[config.mk]
export PLATFORM = sky130hd
export DESIGN_NAME = cms_hash
export DESIGN_NICKNAME = d
export VERILOG_FILES = /design/src/hw/rtl/cms_pkg.sv /design/src/hw/rtl/cms_hash.sv
export SDC_FILE = /design/constraint.sdc
export NUM_CORES = 1
export LEC_CHECK = 0
export ABC_AREA = 1
export BUFFER_PORTS_ARGS = -buffer_cell sky130_fd_sc_hd__buf_2
export CORE_AREA = 2 2 144 146
export CTS_BUF_LIST = sky130_fd_sc_hd__clkbuf_8
export CTS_CLUSTER_SIZE = 24
export DETAILED_ROUTE_END_ITERATION = 8
export DIE_AREA = 0 0 146 148
export PLACE_DENSITY = 0.48
export SLEW_MARGIN = 20
export SYNTH_ARGS = -nofsm -noshare
export SYNTH_HDL_FRONTEND = slang
export SYNTH_SLANG_ARGS = --single-unit
[constraint.sdc]
create_clock -name clk -period 1.89 [get_ports clk]
set_clock_uncertainty 0.15 [all_clocks]
set_input_delay 0.2835 -clock clk [delete_from_list [all_inputs] [get_ports clk]]
set_output_delay 0.2835 -clock clk [all_outputs]
set_load 0.03 [all_outputs]
[src/hw/rtl/cms_pkg.sv]
// ----------------------------------------------------------------------------
// cms_pkg: shared types and constants for the count-min sketch
// Field widths, opcodes, controller states and the hash unit status bundle.
// ----------------------------------------------------------------------------
package cms_pkg;

    localparam int KEY_W       = 64;
    localparam int CNT_W       = 64;
    localparam int INC_W       = 32;
    localparam int SALT_REGS   = 4;
    localparam int CFG_ADDR_W  = 2;
    localparam int MAX_ROWS    = 4;
    localparam int ROWS_DEF    = 4;
    localparam int BUCKETS_DEF = 1024;

    localparam logic OP_ADD   = 1'b0;
    localparam logic OP_QUERY = 1'b1;

    typedef enum logic [2:0] {
        ST_CLEAR,
        ST_IDLE,
        ST_HASH,
        ST_READ,
        ST_DONE
    } cms_state_t;

    typedef struct packed {
        logic busy;
        logic done;
    } cms_hash_stat_t;

endpackage

[src/hw/rtl/cms_hash.sv]
// ----------------------------------------------------------------------------
// cms_hash: per-row bucket index unit
// Computes (key ^ salt) mod BUCKETS for every row in parallel in three
// stages: fold the mixed hash bytes with weights 2^(8i) mod BUCKETS, take the
// quotient of the short sum by reciprocal multiplication, then subtract.
// ----------------------------------------------------------------------------
module cms_hash #(
    parameter int ROWS    = cms_pkg::ROWS_DEF,
    parameter int BUCKETS = cms_pkg::BUCKETS_DEF,
    localparam int AW     = (BUCKETS > 1) ? $clog2(BUCKETS) : 1
) (
    input  logic                                  clk,
    input  logic                                  rst_n,
    input  logic                                  start,
    input  logic [cms_pkg::KEY_W-1:0]             key,
    input  logic [ROWS-1:0][cms_pkg::KEY_W-1:0]   salt,
    output logic [ROWS-1:0][AW-1:0]               bucket,
    output cms_pkg::cms_hash_stat_t               stat
);

    localparam int CHUNK_W = 8;
    localparam int CHUNKS  = cms_pkg::KEY_W / CHUNK_W;
    // each weighted byte is below 2^(CHUNK_W+AW); CHUNKS of them summed
    localparam int FOLD_W  = CHUNK_W + AW + $clog2(CHUNKS);
    localparam int SH_L    = $clog2(BUCKETS);
    localparam int RW      = FOLD_W + 1;
    localparam int PW      = FOLD_W + RW;
    localparam int SHIFT   = FOLD_W + SH_L;
    // ceil(2^SHIFT / BUCKETS): exact quotient for any FOLD_W-bit sum
    localparam logic [RW-1:0] RECIP_M =
        RW'(((64'd1 << SHIFT) + 64'(BUCKETS) - 64'd1) / 64'(BUCKETS));
    localparam logic [FOLD_W-1:0] DIVISOR = FOLD_W'(BUCKETS);

    function automatic logic [CHUNKS-1:0][AW-1:0] chunk_weights();
        logic [CHUNKS-1:0][AW-1:0] w;
        logic [63:0]               p;
        p = 64'd1 % 64'(BUCKETS);
        for (int i = 0; i < CHUNKS; i++)
        begin
            w[i] = AW'(p);
            p    = (p << CHUNK_W) % 64'(BUCKETS);
        end
        return w;
    endfunction

    localparam logic [CHUNKS-1:0][AW-1:0] WEIGHT = chunk_weights();

    logic [cms_pkg::KEY_W-1:0]   key_reg;
    logic [ROWS-1:0][FOLD_W-1:0] fold_reg, fold_next;
    logic [ROWS-1:0][FOLD_W-1:0] quot_reg, quot_next;
    logic [ROWS-1:0][AW-1:0]     rem_reg, rem_next;
    logic [2:0]                  stage_reg;
    logic                        done_reg;

    always_comb
    begin
        logic [cms_pkg::KEY_W-1:0] mixed;
        logic [FOLD_W-1:0]         acc;
        for (int r = 0; r < ROWS; r++)
        begin
            mixed = key_reg ^ salt[r];
            acc   = '0;
            for (int i = 0; i < CHUNKS; i++)
            begin
                acc = acc + FOLD_W'(mixed[i*CHUNK_W +: CHUNK_W]) * FOLD_W'(WEIGHT[i]);
            end
            fold_next[r] = acc;
        end
    end

    always_comb
    begin
        logic [PW-1:0] prod;
        for (int r = 0; r < ROWS; r++)
        begin
            prod         = PW'(fold_reg[r]) * PW'(RECIP_M);
            quot_next[r] = FOLD_W'(prod >> SHIFT);
        end
    end

    always_comb
    begin
        logic [FOLD_W-1:0] diff;
        for (int r = 0; r < ROWS; r++)
        begin
            diff        = fold_reg[r] - quot_reg[r] * DIVISOR;
            rem_next[r] = diff[AW-1:0];
        end
    end

    always_ff @(posedge clk)
    begin
        if (start)
        begin
            key_reg <= key;
        end
        if (stage_reg[0])
        begin
            fold_reg <= fold_next;
        end
        if (stage_reg[1])
        begin
            quot_reg <= quot_next;
        end
        if (stage_reg[2])
        begin
            rem_reg <= rem_next;
        end
    end

    always_ff @(posedge clk or negedge rst_n)
    begin
        if (!rst_n)
        begin
            stage_reg <= '0;
            done_reg  <= 1'b0;
        end
        else if (start)
        begin
            stage_reg <= 3'b001;
            done_reg  <= 1'b0;
        end
        else
        begin
            stage_reg <= {stage_reg[1:0], 1'b0};
            if (stage_reg[2])
            begin
                done_reg <= 1'b1;
            end
        end
    end

    assign bucket    = rem_reg;
    assign stat.busy = |stage_reg;
    assign stat.done = done_reg;

endmodule

======== After elaboration in Yosys (flattened, before gate mapping) ========
Cells that the tools add are included.
cells by class
  reduce and logical (&&, ||, !) cells .... 2
  bitwise logic cells ..................... 4
  add/subtract/negate cells ............... 8
  multiplexer cells ....................... 3
operators with widths
  cell                     number
  $add A8 B10 Y10          4
  $sub A10 B1 Y10 const B  4
  $xor A10 B10 Y10         4
  $mux W3                  1
  $reduce_or A3 Y1         1
  $mux W1                  2
  $reduce_bool A2 Y1       1
word-level totals
  output and inout port bits .............. 42
  register bits after elaboration ......... 94
  bits of input ports ..................... 323

======== Depth between registers and ports, before layout ========
Gate-level depths: netlist (run 1).
  depth after elaboration ................. 2
  gate-level depth with buffers ........... 3

======== Least setup slack after synthesis (run 1) ========
Ideal clock, no wire load.
  kind .................................... register -> output
  start ................................... reg stage_reg[0]
  end ..................................... out stat[1] (netlist name)
  path slack .............................. -0.070 ns
  stages on the path, launching flop included .. 3
  arrival ................................. 1.527 ns
  data required time ...................... 1.456 ns
  cell sequence ........................... dfrtp_1 > inv_1 > nand2_1
RTL lines
  element                 RTL line         source
  from (decl)             cms_hash.sv:52   logic [2:0] stage_reg;
  from (signal assigned)  cms_hash.sv:125  stage_reg <= {stage_reg[1:0], 1'b0};
  to (decl)               cms_hash.sv:18   output cms_pkg::cms_hash_stat_t stat

==> key figures, run 1 <==
Global routing
  • Initial antenna violation count: 7
  • First-pass GRT wire length: 11,600 µm
  • Vias in the first global route: 2,058
  • All-Layer GR Usage: 7.35%
  • Largest net degree at the start of global routing: 42
  • GR Overflow Total: 0

Synthesis
  • Top post-synthesis cells by area: edfxtp_1 (78%), nand2_1 (13%), inv_1 (4.5%), dfrtp_1 (2.9%), inv_2 (1.1%)
  • Post-synthesis sequential area ratio: 80.6%
  • Commonest cells post-synth: nand2_1 (121), edfxtp_1 (90), inv_1 (42)
  • Area share of the largest cell type after synthesis: 77.7%
  • Most frequent cell after synthesis: nand2_1
  • Top_reg_cell synth: edfxtp_1
  • Synthesized area per cell: 12.7 µm²
  • Post-Syn Area: 0.00348 mm²
  • Mapped Cells: 273
  • Synth cell types: 7
  • Syn nets: 596
  • Seq cells post-synth: 94
  • Fraction of registers with async set/reset: 4.26%
  • Yosys warns: 0
  • Post-synth EDFFs: 90
  • Yosys top cell by area: edfxtp_1

Setup path
  • Worst Path Required: 1460 ps
  • R2r worst-path depth: 1
  • Worst Path Max Fanout: 2
  • R2R Path Start: stage_reg[0]
  • Data arrival time of the critical path: 1130 ps
  • FF-to-FF setup slack: 740 ps
  • Nature of the critical path startpoint: flip-flop
  • Crit path capture: stat[1]
  • CP endpoint kind: output port
  • Crit Path Category: reg2out
  • Critical R2R Capture: fold_reg[43]
  • Worst Setup SP: stage_reg[2]

Job
  • Number of max-cap violations: 0

Route
  • First-pass DRT Iterations: 4
  • DR vias/cell: 3.25
  • Routed wire length: 7740 µm
  • DRC: 0
  • Avg WL per Cell: 11.5 µm
  • Post-DRT Antenna Nets: 0
  • Initial DRC count: 78
  • Vias: 2,176

Cells and area
  • Fin util: 23.1%
  • Nets@finish: 714
  • Layout cells sized above 1: 31.3%
  • P&R area growth vs syn: 33.2%

Clock network
  • CTS tree: built
  • Reg clk slew, reported paths: 90 ps
  • Worst skew pair latency: 360 ps
  • Clock root cell: clkbuf_8
  • CTS sink count: 94
  • Clock buffer count from CTS: 9
  • Clock buffer depth: 2
  • H-tree Lvls: 3

Placement
  • Hpwl dp: 5830 µm
  • Final weighted congestion in routability-driven placement: 0.711
  • Number of buffers added on ports: 94

Timing
  • Tcrit/Tclk final: 82.7%
  • Final Max Slew Viols: 0
  • Hold Fails Final Rpt: 0
  • Setup tns final: 0 ps
  • Worst slew pin tran: 486 ps
  • RSZ-0062 raised after global routing: false
  • Final setup vio count: 0
  • F_max: 640 MHz
  • Fin crit period: 1560 ps
  • Worst rel slew slack: 67.6%

Floorplanning
  • FP Rows: 52
  • # IOs: 365
  • Die Ht: 148 µm
  • Die area: 0.0216 mm²
  • Die Width: 146 µm
  • Core ar.: 0.0200 mm²
  • Starting Density: 17.4%

Power and ir drop
  • Total power: 4.09 mW
  • Clock share of power: 32.1%
  • Sw frac: 23.3%
  • Peak supply drop: 0.269 mV
  • Power Internal: 3.14 mW
  • Gate power share: 8.2%
  • Sw Pwr: 0.952 mW
  • Seq pwr share: 59.7%
  • Leakage power: 2.08 nW
  • Pwr/cell area: 882 mW/mm²

Worst hold path
  • Min-delay worst type: in2reg

Run status
  • Status: completed
==> worst min-delay path by stage <==
stage | start | endpoint | slack [ps] | depth (start not counted)
6_report | salt[72] | fold_reg[29] | 50 | 3
5_1_grt | salt[128] | fold_reg[42] | 20 | 3
4_1_cts | salt[197] | fold_reg[68] | 10 | 3
3_5_place_dp | rst_n | stage_reg[1] | -50 | 1
3_3_place_gp | rst_n | stage_reg[1] | -50 | 1
2_1_floorplan | rst_n | done_reg | -160 | 0
==> power by group through the flow <==
stage / clock [mW] / sequential [mW] / combinational (mW)
2_1_floorplan: 0 / 2.55 / 0.112
3_3_place_gp: 0 / 2.49 / 0.312
3_5_place_dp: 0 / 2.49 / 0.321
4_1_cts: 1.40 / 2.44 / 0.341
5_1_grt: 1.48 / 2.45 / 0.377
6_report: 1.31 / 2.44 / 0.333
==> layout make-up <==
type,count,area [µm²]
Fill cell,2177,15400
Timing Repair Buffer,108,616
Tap cell,270,338
Multi-Input combinational cell,126,473
Clock inverter,7,72.6
Antenna cell,4,10.0
Inverter,52,195
Clock buffer,9,124
Sequential cell,94,2810
==> routing by layer <==
metal	wire length, µm	track usage, %
met1	3340	8.28
met2	3330	11.0
met3	882	5.03
met4	161	2.77
met5	23	0
==> cell usage in the layout, fill, tap and decap left out, types with 2 or more instances in the layout <==
| cell | netlist | layout |
|---|---|---|
| dlygate4sd3_1 | 0 | 11 |
| edfxtp_1 | 90 | 90 |
| clkbuf_8 | 0 | 9 |
| diode_2 | 0 | 4 |
| buf_2 | 0 | 94 |
| nor2_1 | 5 | 5 |
| buf_4 | 1 | 2 |
| clkinv_4 | 0 | 2 |
| inv_2 | 10 | 10 |
| inv_1 | 42 | 42 |
| nand2_1 | 121 | 121 |
| dfrtp_1 | 4 | 2 |
| dfrtp_2 | 0 | 2 |
==> through the flow <==
step	hold WS, ps	instances	setup WS, ps	instance area (µm²)
final	55.0	670	327	4630
after global routing	22.9	666	232	4620
after CTS	13.2	666	276	4620
after detailed placement	-49.7	639	653	4320
after global placement	-54.2	639	628	4320
after floorplan	-162	273	311	3480
==> critical path, cell delays in order, from the launching register on <==
cell and delay, ps:
dfrtp_2 440, nor2_1 90, nand2_1 50, buf_2 190
==> cell families (layout without fill, tap and decap cells) <==
kind of cell	count (synthesis)	in the layout	share of synthesized area, %
and+or+nand+nor	126	126	13.6
DFF	94	94	80.6
buffers and inverters	53	176	5.83
other	0	4	0
==> timing repair <==
item	4_1_cts	5_1_grt
hold endpoints to repair	14	0
resized for setup	0	0
hold buffers	11	0
buffers inserted	0	0
endpoints found under the setup margin	0	0
No activity file was read; power rests on OpenSTA's default activity.
==> run 2: changes to the inputs <==
Settings changed: CORE_AREA 2 2 144 146 to 2 2 141 143, DIE_AREA 0 0 146 148 to 0 0 143 145, PLACE_DENSITY 0.48 to 0.51.
Clock period 1.89 ns to 1.35 ns, I/O delays scaled along.
==> run 2 against run 1 <==
The flow now finishes with violations (setup timing). Die area down 4.0%. Utilization rose by 3.6 points. Non-clock buffer count grew 45.
==> key figures, run 2 (synthesis results as in run 1) <==
Floorplanning
  • Die Width: 143 µm
  • Die Ht: 145 µm
  • FP Rows: 51
  • # IOs: 365
  • Core ar.: 0.0192 mm²
  • Starting Density: 18.1%
  • Die area: 0.0207 mm²

Placement
  • Final weighted congestion in routability-driven placement: 0.705
  • Dpl ws: 126 ps
  • Number of buffers added on ports: 94
  • Hpwl dp: 5990 µm

Global routing
  • Largest net degree at the start of global routing: 23
  • All-Layer GR Usage: 8.15%
  • Initial antenna violation count: 4
  • GR Util met2: 12.8%
  • GR Overflow Total: 0
  • First-pass GRT wire length: 12,400 µm
  • Vias in the first global route: 2,389
  • GRT busiest layer: met2
  • Grt met1 use: 9.33%
  • GR Util met3: 5.05%

Route
  • Avg WL per Cell: 11.5 µm
  • DR vias/cell: 3.34
  • Initial DRC count: 86
  • DRC: 0
  • Routed wire length: 8120 µm
  • First-pass DRT Iterations: 4
  • Vias: 2,368
  • Post-DRT Antenna Nets: 0

Setup path
  • Worst Path Max Fanout: 2
  • CP endpoint kind: output port
  • Worst Path Required: 1000 ps
  • Data arrival time of the critical path: 1140 ps
  • Crit Path Category: reg2out
  • Nature of the critical path startpoint: flip-flop

Cells and area
  • Most common cell after layout, fill and taps aside: nand2_1
  • Most frequent cells in the layout: nand2_1 (120), edfxtp_1 (90), buf_2 (78)
  • Nets@finish: 759
  • Fill cells: 2,030
  • P&R area growth vs syn: 47.6%
  • Layout cells sized above 1: 30.2%

Timing
  • Worst rel slew slack: 71.1%
  • Hold Fails Final Rpt: 0
  • Final setup vio count: 1
  • Setup tns final: -141 ps
  • Final Max Slew Viols: 0
  • Tcrit/Tclk final: 110%
  • Worst slew pin tran: 434 ps
  • Fin crit period: 1490 ps
  • Setup ws final: -141 ps
  • RSZ-0062 raised after global routing: true
  • F_max: 671 MHz
  • WHS: 21.3 ps

Clock network
  • Clock buffer count from CTS: 9
  • Clock root cell: clkbuf_8
  • Reg clk slew, reported paths: 100 ps
  • Worst skew pair latency: 370 ps
  • CTS sink count: 94
  • Clock buffer depth: 2
  • CTS tree: built
  • H-tree Lvls: 3

Power and ir drop
  • Pwr/cell area: 1120 mW/mm²
  • Leakage power: 2.29 nW
  • Peak supply drop: 0.500 mV

Job
  • Number of max-cap violations: 0

Run status
  • Status: complete, but fails checks
  • Failing checks: setup timing

Worst hold path
  • Min-delay worst type: in2reg
## run 2: cell types whose count changed in the layout (fill, tap and decap cells not counted), sizes merged
| cell | before | now |
|---|---|---|
| clkinv | 4 | 2 |
| diode | 4 | 2 |
| dlygate4sd3 | 11 | 51 |
| clkinvlp | 1 | 2 |
| bufinv | 1 | 0 |
| buf | 97 | 102 |
| inv | 53 | 55 |
## run 2: stage by stage
stage / utilization [%] / area [µm²] / cells / power [mW]
after global routing: 26.7 / 5130 / 706 / 6.08
final: 26.7 / 5130 / 708 / 5.76
after global placement: 22.5 / 4330 / 637 / 3.92
after detailed placement: 22.5 / 4330 / 637 / 3.94
after CTS: 26.3 / 5060 / 706 / 5.86
after floorplan: - / 3490 / 273 / 3.72
## run 2: area by class of cell
type	count	area (µm²)	share of cell area [%]
Clock inverter	7	55.1	1.07
Timing Repair Buffer	153	1130	22.0
Clock buffer	9	124	2.41
Antenna cell	2	5.00	0.0975
Inverter	52	195	3.80
Tap cell	265	332	6.46
Sequential cell	94	2810	54.7
Multi-Input combinational cell	126	483	9.41
## run 2: worst max-delay path: stages (launching register included)
cell and delay [ps]:
dfrtp_4 500, nor2_4 80, nand2_2 50, buf_6 130
## run 2: path summary, 6_finish.rpt
kind                               from  slack (ps)            to  cells after the start
setup reg to reg           stage_reg[0]          70  fold_reg[50]                      2
hold reg to reg            fold_reg[63]         270    bucket[30]                      0
max in group asynchronous         rst_n         840  stage_reg[2]                      2
setup / recovery           stage_reg[2]        -140       stat[1]                      3
hold / removal                    start          20  stage_reg[0]                      1
min in group asynchronous         rst_n          40      done_reg                      2
## run 2: what timing repair did
action | CTS | global route
gates resized for setup | 9 | 36
buffers inserted | 2 | 0
setup endpoints to repair | 3 | 38
hold buffers | 51 | 0
endpoints found under the hold margin | 54 | 0
## run 2: power by group
group	switching, mW	internal (mW)
logic	0.318	0.271
registers	0.0627	3.36
clock network	1.06	0.688
## run 2: routing by layer
| metal | routed length, µm | up-vias |
|---|---|---|
| met5 | 21 | - |
| met4 | 82 | 4 |
| met3 | 831 | 13 |
| met2 | 3770 | 81 |
| met1 | 3410 | 1078 |
| li1 | - | 1192 |
